==> config.mk <==
export PLATFORM = sky130hd
export DESIGN_NAME = doubly_linked_deque_manager
export DESIGN_NICKNAME = d
export VERILOG_FILES = /design/src/rtl/dldm_pkg.sv /design/src/rtl/dldm_ram.sv /design/src/rtl/doubly_linked_deque_manager.sv
export SDC_FILE = /design/constraint.sdc
export NUM_CORES = 1
export LEC_CHECK = 0
export ABC_CLOCK_PERIOD_IN_PS = 5950
export BUFFER_PORTS_ARGS = -buffer_cell sky130_fd_sc_hd__buf_4
export CAP_MARGIN = 25
export CORE_MARGIN = 5
export CORE_UTILIZATION = 30
export CTS_CLUSTER_DIAMETER = 50
export CTS_CLUSTER_SIZE = 24
export DETAILED_ROUTE_END_ITERATION = 8
export PLACE_DENSITY_LB_ADDON = 0.3
export SLEW_MARGIN = 20
export SYNTH_ARGS = -nofsm -noshare
export SYNTH_HDL_FRONTEND = slang
export SYNTH_SLANG_ARGS = --single-unit
==> constraint.sdc <==
create_clock -name clk_i -period 5.95 [get_ports clk_i]
set_clock_uncertainty 0.05 [all_clocks]
set_input_delay 0.2975 -clock clk_i [delete_from_list [all_inputs] [get_ports clk_i]]
set_output_delay 0.2975 -clock clk_i [all_outputs]
set_load 0.02 [all_outputs]
==> src/rtl/dldm_pkg.sv <==
// shared types and constants of the doubly linked deque manager
package dldm_pkg;

  localparam int POOL_NODES_DEF = 16;
  localparam int VALUE_BITS_DEF = 32;

  localparam int OP_W       = 3;
  localparam int ITEM_W     = 32;
  localparam int STATUS_W   = 2;
  localparam int SLOT_OUT_W = 4;
  localparam int COUNT_W    = 5;

  typedef enum logic [OP_W-1:0] {
    OP_INS_FRONT = 3'd0,
    OP_INS_BACK  = 3'd1,
    OP_REM_FRONT = 3'd2,
    OP_REM_BACK  = 3'd3,
    OP_REM_VALUE = 3'd4,
    OP_SEARCH    = 3'd5
  } op_e;

  typedef enum logic [STATUS_W-1:0] {
    ST_OK        = 2'd0,
    ST_FULL      = 2'd1,
    ST_EMPTY     = 2'd2,
    ST_NOT_FOUND = 2'd3
  } status_e;

endpackage

==> src/rtl/dldm_ram.sv <==
// generic single write port ram with registered read
module dldm_ram #(
  parameter int WIDTH = 32,
  parameter int DEPTH = 16
) (
  input  logic                     clk_i,
  input  logic                     we_i,
  input  logic [$clog2(DEPTH)-1:0] waddr_i,
  input  logic [WIDTH-1:0]         wdata_i,
  input  logic                     re_i,
  input  logic [$clog2(DEPTH)-1:0] raddr_i,
  output logic [WIDTH-1:0]         rdata_o
);

  logic [WIDTH-1:0] mem_q [DEPTH];
  logic [WIDTH-1:0] rdata_q;

  always_ff @(posedge clk_i) begin
    if (we_i) begin
      mem_q[waddr_i] <= wdata_i;
    end
    if (re_i) begin
      rdata_q <= mem_q[raddr_i];
    end
  end

  assign rdata_o = rdata_q;

endmodule

==> src/rtl/doubly_linked_deque_manager.sv <==
// Doubly linked list manager over a pool of POOL_NODES nodes kept in three small rams (value,
// next link, previous link) with a free map in flip-flops; a new node takes the lowest free
// slot. One word is worked on at a time, and the next one is taken while the last result
// still waits on the output register. Remove front or back reads the end node and unlinks
// it; an unknown operation, and a removal, search or remove by value on an empty list, go
// straight to the result. An insert scans the free map one slot a cycle for the lowest free
// slot, then writes the node and links it, or reports full once the last slot is scanned. A
// search walks the list, following one link a cycle through the shared read port of the node
// rams, for at most POOL_NODES nodes; a remove by value that matches adds the unlink step.
// A result still held on the output register holds the next result back until it is taken.
module doubly_linked_deque_manager
  import dldm_pkg::*;
#(
  parameter int POOL_NODES = POOL_NODES_DEF,
  parameter int VALUE_BITS = VALUE_BITS_DEF
) (
  input  logic                     clk_i,
  input  logic                     rst_ni,
  input  logic                     in_valid_i,
  output logic                     in_ready_o,
  input  logic [OP_W-1:0]          operation_i,
  input  logic signed [ITEM_W-1:0] item_value_i,
  output logic                     out_valid_o,
  input  logic                     out_ready_i,
  output logic [STATUS_W-1:0]      status_o,
  output logic signed [ITEM_W-1:0] removed_value_o,
  output logic                     found_o,
  output logic [SLOT_OUT_W-1:0]    found_slot_o,
  output logic [COUNT_W-1:0]       entry_count_o
);

  localparam int IDX_W  = $clog2(POOL_NODES);
  localparam int SLOT_W = $clog2(POOL_NODES + 1);
  localparam logic [SLOT_W-1:0] NULL_SLOT = SLOT_W'(POOL_NODES);
  localparam logic [IDX_W-1:0]  LAST_IDX  = IDX_W'(POOL_NODES - 1);

  typedef enum logic [2:0] {
    S_IDLE,
    S_ALLOC,
    S_LINK,
    S_WALK,
    S_UNLINK,
    S_DONE
  } state_e;

  function automatic logic slot_ok(input logic [SLOT_W-1:0] s);
    return s < NULL_SLOT;
  endfunction

  state_e                  state_q, state_d;
  logic [OP_W-1:0]         op_q, op_d;
  logic [VALUE_BITS-1:0]   val_q, val_d;
  logic [SLOT_W-1:0]       cur_q, cur_d;
  logic [IDX_W-1:0]        scan_q, scan_d;
  logic [SLOT_W-1:0]       steps_q, steps_d;
  logic [SLOT_W-1:0]       head_q, head_d;
  logic [SLOT_W-1:0]       tail_q, tail_d;
  logic [SLOT_W-1:0]       length_q, length_d;
  logic [POOL_NODES-1:0]   free_q, free_d;
  status_e                 res_status_q, res_status_d;
  logic [VALUE_BITS-1:0]   res_removed_q, res_removed_d;
  logic                    res_found_q, res_found_d;
  logic [IDX_W-1:0]        res_slot_q, res_slot_d;
  logic                    out_valid_q, out_valid_d;
  status_e                 out_status_q, out_status_d;
  logic [VALUE_BITS-1:0]   out_removed_q, out_removed_d;
  logic                    out_found_q, out_found_d;
  logic [IDX_W-1:0]        out_slot_q, out_slot_d;
  logic [SLOT_W-1:0]       out_count_q, out_count_d;

  logic [VALUE_BITS-1:0]   in_val;
  logic [SLOT_W-1:0]       end_slot;
  logic [SLOT_W-1:0]       steps_inc;

  logic                    rd_en;
  logic [IDX_W-1:0]        rd_addr;
  logic                    val_we;
  logic [IDX_W-1:0]        val_waddr;
  logic [VALUE_BITS-1:0]   val_wdata;
  logic [VALUE_BITS-1:0]   val_rd;
  logic                    nxt_we;
  logic [IDX_W-1:0]        nxt_waddr;
  logic [SLOT_W-1:0]       nxt_wdata;
  logic [SLOT_W-1:0]       nxt_rd;
  logic                    prv_we;
  logic [IDX_W-1:0]        prv_waddr;
  logic [SLOT_W-1:0]       prv_wdata;
  logic [SLOT_W-1:0]       prv_rd;

  assign in_val    = VALUE_BITS'($unsigned(item_value_i));
  assign end_slot  = (operation_i == OP_REM_FRONT) ? head_q : tail_q;
  assign steps_inc = steps_q + 1'b1;

  dldm_ram #(.WIDTH(VALUE_BITS), .DEPTH(POOL_NODES)) u_value_ram (
    .clk_i   (clk_i),
    .we_i    (val_we),
    .waddr_i (val_waddr),
    .wdata_i (val_wdata),
    .re_i    (rd_en),
    .raddr_i (rd_addr),
    .rdata_o (val_rd)
  );

  dldm_ram #(.WIDTH(SLOT_W), .DEPTH(POOL_NODES)) u_next_ram (
    .clk_i   (clk_i),
    .we_i    (nxt_we),
    .waddr_i (nxt_waddr),
    .wdata_i (nxt_wdata),
    .re_i    (rd_en),
    .raddr_i (rd_addr),
    .rdata_o (nxt_rd)
  );

  dldm_ram #(.WIDTH(SLOT_W), .DEPTH(POOL_NODES)) u_prev_ram (
    .clk_i   (clk_i),
    .we_i    (prv_we),
    .waddr_i (prv_waddr),
    .wdata_i (prv_wdata),
    .re_i    (rd_en),
    .raddr_i (rd_addr),
    .rdata_o (prv_rd)
  );

  always_comb begin
    state_d       = state_q;
    op_d          = op_q;
    val_d         = val_q;
    cur_d         = cur_q;
    scan_d        = scan_q;
    steps_d       = steps_q;
    head_d        = head_q;
    tail_d        = tail_q;
    length_d      = length_q;
    free_d        = free_q;
    res_status_d  = res_status_q;
    res_removed_d = res_removed_q;
    res_found_d   = res_found_q;
    res_slot_d    = res_slot_q;
    out_valid_d   = out_valid_q && !out_ready_i;
    out_status_d  = out_status_q;
    out_removed_d = out_removed_q;
    out_found_d   = out_found_q;
    out_slot_d    = out_slot_q;
    out_count_d   = out_count_q;
    rd_en         = 1'b0;
    rd_addr       = '0;
    val_we        = 1'b0;
    val_waddr     = '0;
    val_wdata     = val_q;
    nxt_we        = 1'b0;
    nxt_waddr     = '0;
    nxt_wdata     = NULL_SLOT;
    prv_we        = 1'b0;
    prv_waddr     = '0;
    prv_wdata     = NULL_SLOT;

    case (state_q)
      S_IDLE: begin
        if (in_valid_i) begin
          op_d          = operation_i;
          val_d         = in_val;
          cur_d         = NULL_SLOT;
          scan_d        = '0;
          steps_d       = '0;
          res_status_d  = ST_OK;
          res_removed_d = '0;
          res_found_d   = 1'b0;
          res_slot_d    = '0;
          case (operation_i)
            OP_INS_FRONT, OP_INS_BACK: begin
              state_d = S_ALLOC;
            end
            OP_REM_FRONT, OP_REM_BACK: begin
              if (slot_ok(end_slot)) begin
                cur_d   = end_slot;
                rd_en   = 1'b1;
                rd_addr = end_slot[IDX_W-1:0];
                state_d = S_UNLINK;
              end else begin
                res_status_d = ST_EMPTY;
                state_d      = S_DONE;
              end
            end
            OP_REM_VALUE, OP_SEARCH: begin
              if (slot_ok(head_q)) begin
                cur_d   = head_q;
                rd_en   = 1'b1;
                rd_addr = head_q[IDX_W-1:0];
                state_d = S_WALK;
              end else begin
                res_status_d = ST_NOT_FOUND;
                state_d      = S_DONE;
              end
            end
            default: begin
              state_d = S_DONE;
            end
          endcase
        end
      end
      S_ALLOC: begin
        if (free_q[scan_q]) begin
          cur_d          = SLOT_W'(scan_q);
          free_d[scan_q] = 1'b0;
          val_we         = 1'b1;
          val_waddr      = scan_q;
          nxt_we         = 1'b1;
          nxt_waddr      = scan_q;
          nxt_wdata      = (op_q == OP_INS_FRONT) ? head_q : NULL_SLOT;
          prv_we         = 1'b1;
          prv_waddr      = scan_q;
          prv_wdata      = (op_q == OP_INS_FRONT) ? NULL_SLOT : tail_q;
          state_d        = S_LINK;
        end else if (scan_q == LAST_IDX) begin
          res_status_d = ST_FULL;
          state_d      = S_DONE;
        end else begin
          scan_d = scan_q + 1'b1;
        end
      end
      S_LINK: begin
        if (op_q == OP_INS_FRONT) begin
          if (slot_ok(head_q)) begin
            prv_we    = 1'b1;
            prv_waddr = head_q[IDX_W-1:0];
            prv_wdata = cur_q;
          end else begin
            tail_d = cur_q;
          end
          head_d = cur_q;
        end else begin
          if (slot_ok(tail_q)) begin
            nxt_we    = 1'b1;
            nxt_waddr = tail_q[IDX_W-1:0];
            nxt_wdata = cur_q;
          end else begin
            head_d = cur_q;
          end
          tail_d = cur_q;
        end
        length_d = length_q + 1'b1;
        state_d  = S_DONE;
      end
      S_WALK: begin
        if (val_rd == val_q) begin
          res_found_d = 1'b1;
          res_slot_d  = cur_q[IDX_W-1:0];
          state_d     = (op_q == OP_REM_VALUE) ? S_UNLINK : S_DONE;
        end else if (steps_inc == NULL_SLOT || !slot_ok(nxt_rd)) begin
          res_status_d = ST_NOT_FOUND;
          state_d      = S_DONE;
        end else begin
          steps_d = steps_inc;
          cur_d   = nxt_rd;
          rd_en   = 1'b1;
          rd_addr = nxt_rd[IDX_W-1:0];
        end
      end
      S_UNLINK: begin
        res_removed_d = val_rd;
        if (slot_ok(prv_rd)) begin
          nxt_we    = 1'b1;
          nxt_waddr = prv_rd[IDX_W-1:0];
          nxt_wdata = nxt_rd;
        end else begin
          head_d = nxt_rd;
        end
        if (slot_ok(nxt_rd)) begin
          prv_we    = 1'b1;
          prv_waddr = nxt_rd[IDX_W-1:0];
          prv_wdata = prv_rd;
        end else begin
          tail_d = prv_rd;
        end
        free_d[cur_q[IDX_W-1:0]] = 1'b1;
        length_d = length_q - 1'b1;
        state_d  = S_DONE;
      end
      S_DONE: begin
        if (!out_valid_q || out_ready_i) begin
          out_valid_d   = 1'b1;
          out_status_d  = res_status_q;
          out_removed_d = res_removed_q;
          out_found_d   = res_found_q;
          out_slot_d    = res_slot_q;
          out_count_d   = length_q;
          state_d       = S_IDLE;
        end
      end
      default: begin
        state_d = S_IDLE;
      end
    endcase
  end

  always_ff @(posedge clk_i or negedge rst_ni) begin
    if (!rst_ni) begin
      state_q       <= S_IDLE;
      op_q          <= '0;
      val_q         <= '0;
      cur_q         <= NULL_SLOT;
      scan_q        <= '0;
      steps_q       <= '0;
      head_q        <= NULL_SLOT;
      tail_q        <= NULL_SLOT;
      length_q      <= '0;
      free_q        <= '1;
      res_status_q  <= ST_OK;
      res_removed_q <= '0;
      res_found_q   <= 1'b0;
      res_slot_q    <= '0;
      out_valid_q   <= 1'b0;
      out_status_q  <= ST_OK;
      out_removed_q <= '0;
      out_found_q   <= 1'b0;
      out_slot_q    <= '0;
      out_count_q   <= '0;
    end else begin
      state_q       <= state_d;
      op_q          <= op_d;
      val_q         <= val_d;
      cur_q         <= cur_d;
      scan_q        <= scan_d;
      steps_q       <= steps_d;
      head_q        <= head_d;
      tail_q        <= tail_d;
      length_q      <= length_d;
      free_q        <= free_d;
      res_status_q  <= res_status_d;
      res_removed_q <= res_removed_d;
      res_found_q   <= res_found_d;
      res_slot_q    <= res_slot_d;
      out_valid_q   <= out_valid_d;
      out_status_q  <= out_status_d;
      out_removed_q <= out_removed_d;
      out_found_q   <= out_found_d;
      out_slot_q    <= out_slot_d;
      out_count_q   <= out_count_d;
    end
  end

  assign in_ready_o      = (state_q == S_IDLE);
  assign out_valid_o     = out_valid_q;
  assign status_o        = out_status_q;
  assign removed_value_o = $signed(ITEM_W'(out_removed_q));
  assign found_o         = out_found_q;
  assign found_slot_o    = SLOT_OUT_W'(out_slot_q);
  assign entry_count_o   = COUNT_W'(out_count_q);

  // list bookkeeping stays consistent between words
  a_head_empty: assert property (@(posedge clk_i) disable iff (!rst_ni)
    (state_q == S_IDLE) |-> ((head_q == NULL_SLOT) == (length_q == '0)))
    else $error("head and length disagree");

  a_tail_empty: assert property (@(posedge clk_i) disable iff (!rst_ni)
    (state_q == S_IDLE) |-> ((tail_q == NULL_SLOT) == (length_q == '0)))
    else $error("tail and length disagree");

  a_free_count: assert property (@(posedge clk_i) disable iff (!rst_ni)
    (state_q == S_IDLE) |-> ($countones(free_q) + int'(length_q) == POOL_NODES))
    else $error("free map and length disagree");

  a_found_ok: assert property (@(posedge clk_i) disable iff (!rst_ni)
    (out_valid_o && found_o) |-> (status_o == ST_OK))
    else $error("match reported with error status");

endmodule

==> metrics.txt, run 1 <==
# TYPE chip_impl_metric gauge
chip_impl_info{name="run_status",value="finished, final reports clean"} 1
chip_impl_info{name="route.top_layer_used",value="met4"} 1
chip_impl_metric{name="clock_pin_transition_on_the_worst_setup_and_hold_timing_paths",unit="ns"} 0.07
chip_impl_metric{name="crit_required",unit="ns"} 6.31
chip_impl_metric{name="place_hpwl",unit="um"} 64800
chip_impl_metric{name="floorplan.initialDensity",unit=""} 0.301
chip_impl_metric{name="synthToLayoutAreaGrowth",unit="%"} 18.7
chip_impl_metric{name="synth_area_per_cell",unit="um2"} 13.7
chip_impl_metric{name="critical_path_peak_fanout",unit=""} 20
chip_impl_info{name="worst_path_max_delay_cell",value="sky130_fd_sc_hd__o32a_2"} 1
chip_impl_metric{name="synth_top_cell_area_share",unit=""} 0.579
chip_impl_metric{name="vertical_die_dimension",unit="um"} 361
chip_impl_metric{name="design.die.area",unit="um2"} 131000
chip_impl_metric{name="grt_pass1_wl",unit="um"} 164000
chip_impl_metric{name="multi_input_area",unit="um2"} 10800
chip_impl_info{name="synth.area.top_cells",value="sky130_fd_sc_hd__edfxtp_1 (58%), sky130_fd_sc_hd__dfrtp_1 (10%), sky130_fd_sc_hd__mux2i_1 (4.6%), sky130_fd_sc_hd__a211oi_1 (3.9%), sky130_fd_sc_hd__nand2_1 (3.7%)"} 1
chip_impl_metric{name="synth_edf_count",unit=""} 714
chip_impl_info{name="post-synth-top-area-cell",value="sky130_fd_sc_hd__edfxtp_1"} 1
chip_impl_info{name="final_common_cell",value="sky130_fd_sc_hd__edfxtp_1"} 1
chip_impl_metric{name="holdPathStages",unit=""} 4
chip_impl_metric{name="overall_routing_resource_usage",unit=""} 0.167
chip_impl_metric{name="grt_max_degree",unit=""} 133
chip_impl_metric{name="timing.final.crit_share",unit=""} 0.732
chip_impl_metric{name="timing.max_cap.violations",unit=""} 0
chip_impl_metric{name="ff2ff_path_depth",unit=""} 8
chip_impl_metric{name="synth_seq_cells",unit=""} 881
chip_impl_metric{name="placement_rows",unit=""} 129
chip_impl_metric{name="place.port_buffers",unit=""} 84
chip_impl_metric{name="wire_length_the_detailed_router_placed_on_met1",unit="um"} 51300
chip_impl_metric{name="clk_path_buf_depth",unit=""} 3
chip_impl_metric{name="routed_met3_length",unit="um"} 9530
chip_impl_info{name="cp_launch_type",value="flip-flop"} 1
chip_impl_info{name="rsz_0062_raised_after_global_routing",value="no"} 1
chip_impl_metric{name="detail_route_antenna_nets",unit=""} 0
chip_impl_metric{name="max_stage_delay",unit="ns"} 0.76
chip_impl_metric{name="cts-buffers-inserted",unit=""} 108
chip_impl_metric{name="report.final.setup_viol",unit=""} 0
chip_impl_metric{name="detail_route.wirelength",unit="um"} 112000
chip_impl_metric{name="insertedDiodeCount",unit=""} 0
chip_impl_metric{name="drt_first_pass_iters",unit=""} 6
chip_impl_metric{name="post_cts_resize_count",unit=""} 0
chip_impl_metric{name="timing_max_transition_violations_final",unit=""} 0
chip_impl_metric{name="synthesis.area",unit="um2"} 37100
chip_impl_metric{name="total_leakage_power",unit="uW"} 0.0163
chip_impl_metric{name="synth.yosys.seq_area_share",unit=""} 0.692
chip_impl_info{name="crit_path_end_kind",value="flip-flop"} 1
chip_impl_metric{name="fp.coreArea",unit="um2"} 123000
chip_impl_metric{name="final_worst_path_period_need",unit="ns"} 4.36
chip_impl_metric{name="worst-slew-pin-transition",unit="ns"} 1.08
chip_impl_metric{name="route.met2.wl",unit="um"} 48900
chip_impl_info{name="timing.critical_path.max_delay_family",value="compound AO/OA/AOI/OAI gates"} 1
chip_impl_metric{name="vias",unit=""} 23800
chip_impl_metric{name="numClockSinks",unit=""} 881
chip_impl_metric{name="finalHoldWorstSlack",unit="ns"} 0.141
chip_impl_metric{name="timing.final.hold_violations",unit=""} 0
chip_impl_metric{name="power.ir.vdd_worst",unit="uV"} 240
chip_impl_metric{name="worst_skew_pair_latency",unit="ns"} 0.68
chip_impl_metric{name="layout.nets",unit=""} 2880
chip_impl_metric{name="wl_per_cell",unit="um"} 24.6
chip_impl_metric{name="drc_errors",unit=""} 0
chip_impl_metric{name="final-seq-area",unit="um2"} 25600
chip_impl_metric{name="grt_pass1_vias",unit=""} 23300
chip_impl_metric{name="drt_iter0_drc",unit=""} 2661
chip_impl_metric{name="post_cts_buffers",unit=""} 0
chip_impl_metric{name="viasPerCell",unit=""} 5.21
chip_impl_metric{name="final.fill_count",unit=""} 11700
chip_impl_metric{name="layout.core_utilization",unit=""} 0.357
chip_impl_metric{name="final_layout_size_suffix_gt1_frac",unit=""} 0.169
chip_impl_metric{name="synthArstFlopShare",unit=""} 0.190
chip_impl_info{name="class_of_the_most_critical_setup_path",value="reg2reg"} 1
chip_impl_metric{name="ios",unit=""} 85
chip_impl_metric{name="setup.reg_to_reg.worst_slack",unit="ns"} 1.59
chip_impl_metric{name="h-tree-depth",unit=""} 3
chip_impl_metric{name="antenna_found_initial",unit=""} 5
chip_impl_metric{name="overall_power_consumption",unit="uW"} 19000
chip_impl_metric{name="critical_path_cell_count",unit=""} 8
chip_impl_metric{name="arrival",unit="ns"} 4.72
chip_impl_metric{name="synth.lib_cells_used.distinct",unit=""} 82
chip_impl_metric{name="gpl.final_weighted_congestion",unit=""} 0.852
chip_impl_info{name="clock_tree.root_cell",value="sky130_fd_sc_hd__clkbuf_16"} 1
chip_impl_metric{name="yosys_warnings",unit=""} 0
chip_impl_info{name="timing.critical_path.cells",value="xor2_1 -> nor4_4 -> nand4_2 -> o21ai_2 -> o32a_2 -> buf_4 -> a211oi_1 -> or4_1"} 1
chip_impl_metric{name="powerDensity",unit="nW/um2"} 433
chip_impl_metric{name="placed_cells_incl_taps",unit=""} 4317
chip_impl_metric{name="final_cell_count_no_fill",unit=""} 4560
chip_impl_info{name="ys_dominant_reg_cell",value="sky130_fd_sc_hd__edfxtp_1"} 1
chip_impl_metric{name="critPathBufInv",unit=""} 1
chip_impl_metric{name="setup_tns",unit="ns"} 0
chip_impl_metric{name="slew-limit-headroom",unit=""} 0.278
chip_impl_metric{name="overflow",unit=""} 0
chip_impl_info{name="leading_cell_types_in_the_layout_fill_and_taps_excluded",value="sky130_fd_sc_hd__edfxtp_1 (714), sky130_fd_sc_hd__nand2_1 (365), sky130_fd_sc_hd__a211oi_1 (191)"} 1
chip_impl_info{name="tritoncts",value="built"} 1
chip_impl_metric{name="achievable-frequency",unit="MHz"} 230
chip_impl_info{name="min_path_type",value="in2reg"} 1
chip_impl_metric{name="dieWidth",unit="um"} 361
chip_impl_metric{name="synth_fp_nets",unit=""} 2762
chip_impl_metric{name="cell_count_after_synthesis",unit=""} 2710
state kept, by name, summed over array words and instances, names as in the netlist, 3 cells and up:
register and cells:
removed_value_o 32, u_next_ram.mem_q 80, state_q 3, op_q 3, free_q 16, u_next_ram.rdata_o 5, res_slot_q 4, scan_q 4
length_q 5, found_slot_o 4, cur_q 5, u_value_ram.rdata_o 32, val_q 32, tail_q 5, head_q 5, entry_count_o 5
u_prev_ram.mem_q 80, u_prev_ram.rdata_o 5, res_removed_q 32, u_value_ram.mem_q 512, steps_q 5
what timing repair did:
action | CTS | global route
setup endpoints to repair | 0 | 0
hold endpoints to repair | 122 | 0
hold buffers | 37 | 0
cell usage after synthesis, types with 42 or more instances:
cell and instances:
sky130_fd_sc_hd__o21ai_0 96, sky130_fd_sc_hd__dfrtp_1 148, sky130_fd_sc_hd__nand3_1 81, sky130_fd_sc_hd__a21oi_1 186, sky130_fd_sc_hd__o22ai_1 42, sky130_fd_sc_hd__mux2i_1 172
sky130_fd_sc_hd__mux2_2 52, sky130_fd_sc_hd__nor2_1 94, sky130_fd_sc_hd__clkbuf_1 108, sky130_fd_sc_hd__or4_1 43, sky130_fd_sc_hd__buf_2 46, sky130_fd_sc_hd__and3_1 85
sky130_fd_sc_hd__edfxtp_1 714, sky130_fd_sc_hd__a211oi_1 191, sky130_fd_sc_hd__nand2_1 369
cell families after synthesis:
| logic type | count (synthesis) | synth area share |
|---|---|---|
| flops | 881 | 0.692 |
| simple gates | 746 | 0.0982 |
| compound gates | 606 | 0.108 |
| mux | 229 | 0.0653 |
| buf+inv | 197 | 0.0234 |
| xor+xnor | 38 | 0.00898 |
| fa+ha+maj | 13 | 0.00459 |
power breakdown:
| part | internal, uW | switching [uW] |
|---|---|---|
| Sequential | 7890 | 714 |
| Combinational | 1220 | 2450 |
| Clock | 3950 | 2810 |
| Total | 13100 | 5970 |
per-layer routing:
| metal | GRT usage | up-vias |
|---|---|---|
| met5 | 0 | - |
| li1 | - | 10600 |
| met1 | 0.242 | 12100 |
| met2 | 0.249 | 935 |
| met3 | 0.0448 | 142 |
| met4 | 0.0387 | 0 |
worst paths after layout:
path / endpoint / start
max in group asynchronous: res_removed_q[26]$_DFFE_PN0P_ / rst_ni
min in group asynchronous: val_q[7]$_DFFE_PN0P_ / rst_ni
worst min register to register: length_q[4]$_DFFE_PN0P_ / length_q[4]$_DFFE_PN0P_
worst max register to register: u_value_ram.rdata_o[17]$_DFFE_PP_ / val_q[21]$_DFFE_PN0P_
worst max-delay path: u_value_ram.rdata_o[17]$_DFFE_PP_ / val_q[21]$_DFFE_PN0P_
worst min-delay path: res_status_q[1]$_DFFE_PN0P_ / in_valid_i
stage by stage:
step           worst slack (ns)  area, um2
6_report                   1.59      44000
5_1_grt                    1.43      44000
4_1_cts                    1.58      43900
3_5_place_dp               1.59      39800
3_3_place_gp               1.67      39800
2_1_floorplan              1.32      37100
cell type report:
class	count	share of cell area
Sequential cell	881	0.583
Multi-Input combinational cell	1632	0.245
Clock buffer	127	0.0654
Tap cell	1637	0.0466
Timing Repair Buffer	192	0.0386
Clock inverter	78	0.0197
Inverter	13	0.00111
worst register-to-register path, stage by stage, from the launching register on:
cell                       delay (ns)
sky130_fd_sc_hd__dfrtp_1         0.69
sky130_fd_sc_hd__xor2_1          0.31
sky130_fd_sc_hd__nor4_4          0.40
sky130_fd_sc_hd__nand4_2         0.40
sky130_fd_sc_hd__o21ai_2         0.54
sky130_fd_sc_hd__o32a_2          0.76
sky130_fd_sc_hd__buf_4           0.39
sky130_fd_sc_hd__a211oi_1        0.09
sky130_fd_sc_hd__or4_1           0.48
Note: power is estimated with default switching activity, not from simulation.
==> inputs of run 2 (changes only) <==
--- a/config.mk
+++ b/config.mk
@@ -5,7 +5,8 @@
 export SDC_FILE = /design/constraint.sdc
 export NUM_CORES = 1
 export LEC_CHECK = 0
-export ABC_CLOCK_PERIOD_IN_PS = 5950
+export ABC_AREA = 1
+export ABC_CLOCK_PERIOD_IN_PS = 4200
 export BUFFER_PORTS_ARGS = -buffer_cell sky130_fd_sc_hd__buf_4
 export CAP_MARGIN = 25
 export CORE_MARGIN = 5
==> constraint.sdc (replaced) <==
create_clock -name clk_i -period 4.2 [get_ports clk_i]
set_clock_uncertainty 0.05 [all_clocks]
set_input_delay 0.21 -clock clk_i [delete_from_list [all_inputs] [get_ports clk_i]]
set_output_delay 0.21 -clock clk_i [all_outputs]
set_load 0.02 [all_outputs]
==> run 2 against run 1 <==
  * Sequential power rose by 43%
  * Die area up 5.0%
  * Global-route usage decreased by 0.75 points
  * Sequential cell count did not move
  * Combinational power is 54% higher
  * First-iteration DRC count is 9.8% lower
  * Setup slack lost 1.0 ns
  * Final area increased by 4.5%
  * Sequential share of layout area fell by 2.5 points
  * Register-to-register slack lost 1.0 ns
  * Critical endpoint is now u_next_ram.rdata_o[4]$_DFFE_PP_
  * Largest power group unchanged
==> metrics.txt, run 2 <==
# TYPE chip_impl_metric gauge
chip_impl_metric{name="p_clk_frac",unit=""} 0.333
chip_impl_metric{name="post_cts_resize_count",unit=""} 0
chip_impl_metric{name="antenna_found_initial",unit=""} 3
chip_impl_metric{name="post_cts_hold_buffer_count",unit=""} 38
chip_impl_metric{name="final_cell_count_no_fill",unit=""} 5713
chip_impl_metric{name="largest_reg_flops",unit=""} 512
chip_impl_metric{name="yosys_warnings",unit=""} 0
chip_impl_metric{name="total_leakage_power",unit="uW"} 0.0186
chip_impl_metric{name="power_switching",unit="uW"} 8780
chip_impl_metric{name="vias",unit=""} 27100
chip_impl_info{name="min_path_type",value="in2async"} 1
chip_impl_metric{name="drc_errors",unit=""} 0
chip_impl_info{name="clock_tree.root_cell",value="sky130_fd_sc_hd__clkbuf_16"} 1
chip_impl_metric{name="grt_max_degree",unit=""} 149
chip_impl_info{name="max_flop_register",value="u_value_ram.mem_q"} 1
chip_impl_info{name="tritoncts",value="built"} 1
chip_impl_metric{name="overall_routing_resource_usage",unit=""} 0.159
chip_impl_info{name="reg_top3",value="u_value_ram.mem_q x512, u_next_ram.mem_q x80, u_prev_ram.mem_q x80"} 1
chip_impl_metric{name="timing_max_transition_violations_final",unit=""} 0
chip_impl_metric{name="multi_input_area",unit="um2"} 10300
chip_impl_metric{name="post_cts_buffers",unit=""} 0
chip_impl_metric{name="design.die.area",unit="um2"} 137000
chip_impl_metric{name="grt_pass1_vias",unit=""} 26400
chip_impl_metric{name="achievable-frequency",unit="MHz"} 274
chip_impl_metric{name="synthToLayoutAreaGrowth",unit="%"} 17.9
chip_impl_info{name="rsz_0062_raised_after_global_routing",value="no"} 1
chip_impl_info{name="leading_cell_types_in_the_layout_fill_and_taps_excluded",value="sky130_fd_sc_hd__nand3_1 (796), sky130_fd_sc_hd__nand2_1 (766), sky130_fd_sc_hd__edfxtp_1 (714)"} 1
chip_impl_metric{name="synthesis.area",unit="um2"} 39000
chip_impl_info{name="post-synth-top-area-cell",value="sky130_fd_sc_hd__edfxtp_1"} 1
chip_impl_metric{name="worst_skew_pair_latency",unit="ns"} 0.69
chip_impl_metric{name="power.share.switching",unit=""} 0.327
chip_impl_info{name="crit_path_end_kind",value="flip-flop"} 1
chip_impl_metric{name="gpl.final_weighted_congestion",unit=""} 0.826
chip_impl_metric{name="fp.coreArea",unit="um2"} 129000
chip_impl_info{name="synth.area.top_cells",value="sky130_fd_sc_hd__edfxtp_1 (55%), sky130_fd_sc_hd__nand3_1 (10%), sky130_fd_sc_hd__dfrtp_1 (9.5%), sky130_fd_sc_hd__nand2_1 (7.4%), sky130_fd_sc_hd__inv_1 (5.6%)"} 1
chip_impl_info{name="yosys-top-cells-count",value="sky130_fd_sc_hd__nand3_1 (797), sky130_fd_sc_hd__nand2_1 (768), sky130_fd_sc_hd__edfxtp_1 (714)"} 1
chip_impl_metric{name="arrival",unit="ns"} 4.15
chip_impl_info{name="class_of_the_most_critical_setup_path",value="reg2reg"} 1
chip_impl_metric{name="numClockSinks",unit=""} 881
chip_impl_metric{name="synth.yosys.seq_area_share",unit=""} 0.658
chip_impl_metric{name="viasPerCell",unit=""} 4.74
chip_impl_metric{name="detail_route_antenna_nets",unit=""} 0
chip_impl_info{name="final_common_cell",value="sky130_fd_sc_hd__nand3_1"} 1
chip_impl_metric{name="final-seq-area",unit="um2"} 25600
chip_impl_metric{name="synthArstFlopShare",unit=""} 0.190
chip_impl_metric{name="layout.nets",unit=""} 3937
chip_impl_metric{name="placed_cells_incl_taps",unit=""} 5491
chip_impl_metric{name="layout.core_utilization",unit=""} 0.355
chip_impl_metric{name="report.final.setup_viol",unit=""} 0
chip_impl_metric{name="dieWidth",unit="um"} 370
chip_impl_metric{name="place_hpwl",unit="um"} 62400
chip_impl_info{name="synth_most_common_cell",value="sky130_fd_sc_hd__nand3_1"} 1
chip_impl_metric{name="vertical_die_dimension",unit="um"} 370
chip_impl_metric{name="power.ir.vdd_worst",unit="uV"} 293
chip_impl_metric{name="cts-buffers-inserted",unit=""} 96
chip_impl_metric{name="worst-slew-pin-transition",unit="ns"} 0.979
chip_impl_metric{name="ios",unit=""} 85
chip_impl_metric{name="final_worst_path_period_need",unit="ns"} 3.65
chip_impl_info{name="cp_launch_type",value="flip-flop"} 1
chip_impl_metric{name="final.fill_count",unit=""} 12800
chip_impl_metric{name="synth_top_cell_area_share",unit=""} 0.550
chip_impl_metric{name="clock_pin_transition_on_the_worst_setup_and_hold_timing_paths",unit="ns"} 0.07
chip_impl_metric{name="timing.max_cap.violations",unit=""} 0
chip_impl_metric{name="overall_power_consumption",unit="uW"} 26900
chip_impl_metric{name="crit_required",unit="ns"} 4.70
chip_impl_info{name="run_status",value="finished, final reports clean"} 1
chip_impl_metric{name="powerDensity",unit="nW/um2"} 585
chip_impl_metric{name="overflow",unit=""} 0
chip_impl_metric{name="detail_route.wirelength",unit="um"} 111000
chip_impl_metric{name="floorplan.initialDensity",unit=""} 0.301
chip_impl_metric{name="placement_rows",unit=""} 132
chip_impl_metric{name="drt_iter0_drc",unit=""} 2399
chip_impl_metric{name="synth_seq_cells",unit=""} 881
chip_impl_metric{name="cell_count_after_synthesis",unit=""} 3775
chip_impl_metric{name="timing.final.crit_share",unit=""} 0.869
chip_impl_metric{name="timing.final.hold_violations",unit=""} 0
chip_impl_info{name="ys_dominant_reg_cell",value="sky130_fd_sc_hd__edfxtp_1"} 1
chip_impl_metric{name="synth_edf_count",unit=""} 714
chip_impl_metric{name="seq_power_share",unit=""} 0.457
chip_impl_metric{name="grt_pass1_wl",unit="um"} 168000
chip_impl_metric{name="slew-limit-headroom",unit=""} 0.347
chip_impl_metric{name="synth_area_per_cell",unit="um2"} 10.3
chip_impl_metric{name="synth.lib_cells_used.distinct",unit=""} 38
chip_impl_metric{name="drt_first_pass_iters",unit=""} 5
chip_impl_metric{name="power.internal",unit="uW"} 18100
chip_impl_metric{name="ff2ff_path_depth",unit=""} 13
chip_impl_metric{name="critical_path_peak_fanout",unit=""} 148
chip_impl_metric{name="synth_fp_nets",unit=""} 3827
chip_impl_metric{name="h-tree-depth",unit=""} 3
chip_impl_metric{name="final_layout_size_suffix_gt1_frac",unit=""} 0.111
chip_impl_metric{name="comb_power_share",unit=""} 0.210
chip_impl_metric{name="clk_path_buf_depth",unit=""} 3
chip_impl_metric{name="place.port_buffers",unit=""} 84
chip_impl_metric{name="finalHoldWorstSlack",unit="ns"} 0.170
chip_impl_metric{name="wl_per_cell",unit="um"} 19.3
run 2: cell types whose count changed after synthesis, moves of 123 or more:
cell,previous run,this run
sky130_fd_sc_hd__mux2i_1,172,0
sky130_fd_sc_hd__a21oi_1,186,28
sky130_fd_sc_hd__nand3b_1,3,126
sky130_fd_sc_hd__a211oi_1,191,0
sky130_fd_sc_hd__inv_1,12,584
sky130_fd_sc_hd__nand3_1,81,797
sky130_fd_sc_hd__nand2_1,369,768
run 2: power by group through the flow:
| stage | clock network (uW) | registers [uW] | logic [uW] |
|---|---|---|---|
| global placement | 0 | 12400 | 5580 |
| CTS | 9160 | 12300 | 5680 |
| global route | 9520 | 12400 | 6290 |
| floorplan | 0 | 12500 | 3050 |
| finish | 8960 | 12300 | 5640 |
| detailed placement | 0 | 12500 | 5630 |
run 2: layout make-up:
| cell class | count | share of cell area |
|---|---|---|
| timing repair buffer | 220 | 0.0470 |
| tap | 1742 | 0.0475 |
| multi-input combinational | 2083 | 0.224 |
| sequential | 881 | 0.558 |
| clock inverter | 78 | 0.0192 |
| antenna | 2 | 0.000109 |
| clock buffer | 104 | 0.0548 |
| inverter | 603 | 0.0494 |
run 2: path summary, 6_finish.rpt:
check | endpoint | slack [ns] | start
setup / recovery | u_next_ram.rdata_o[4]$_DFFE_PP_ | 0.55 | val_q[9]$_DFFE_PN0P_
hold / removal | length_q[4]$_DFFE_PN0P_ | 0.17 | rst_ni
setup reg to reg | u_next_ram.rdata_o[4]$_DFFE_PP_ | 0.55 | val_q[9]$_DFFE_PN0P_
hold reg to reg | free_q[12]$_DFFE_PN1P_ | 0.43 | free_q[12]$_DFFE_PN1P_
max in group asynchronous | val_q[21]$_DFFE_PN0P_ | 2.94 | rst_ni
min in group clk_i | val_q[17]$_DFFE_PN0P_ | 0.22 | item_value_i[17]
run 2: per-layer routing:
metal / vias to the layer above / global-route usage / routed length [um]
li1: 12900 / - / -
met1: 13200 / 0.227 / 50400
met2: 841 / 0.251 / 50100
met3: 126 / 0.0283 / 7960
met4: 0 / 0.0414 / 2070
met5: - / 0 / 0
run 2: logic make-up after synthesis:
logic type / after synthesis / synth area share
fa+ha+maj: 13 / 0.00437
compound gates: 213 / 0.0303
xor+xnor: 28 / 0.00630
buf+inv: 811 / 0.0827
mux: 7 / 0.00202
simple gates: 1822 / 0.216
flops: 881 / 0.658
run 2: through the flow:
step / cell area (um2) / setup TNS, ns / setup slack (ns)
finish: 45900 / 0 / 0.552
global route: 45900 / 0 / 0.319
CTS: 45900 / 0 / 0.541
detailed placement: 42200 / 0 / 0.537
global placement: 42100 / 0 / 0.544
floorplan: 39000 / -16.26 / -0.127
run 2: critical path, stage by stage (launching register included):
cell and delay (ns):
sky130_fd_sc_hd__dfrtp_1 0.71, sky130_fd_sc_hd__xnor2_1 0.22, sky130_fd_sc_hd__nand2_1 0.11, sky130_fd_sc_hd__nor2_1 0.05, sky130_fd_sc_hd__nand2_1 0.18, sky130_fd_sc_hd__nor2_1 0.06
sky130_fd_sc_hd__nand2_1 0.33, sky130_fd_sc_hd__nand3_1 0.27, sky130_fd_sc_hd__nand2_8 0.25, sky130_fd_sc_hd__buf_12 0.62, sky130_fd_sc_hd__nand3_1 0.18, sky130_fd_sc_hd__nand3_1 0.18
sky130_fd_sc_hd__nand3_1 0.09, sky130_fd_sc_hd__nand2_1 0.11
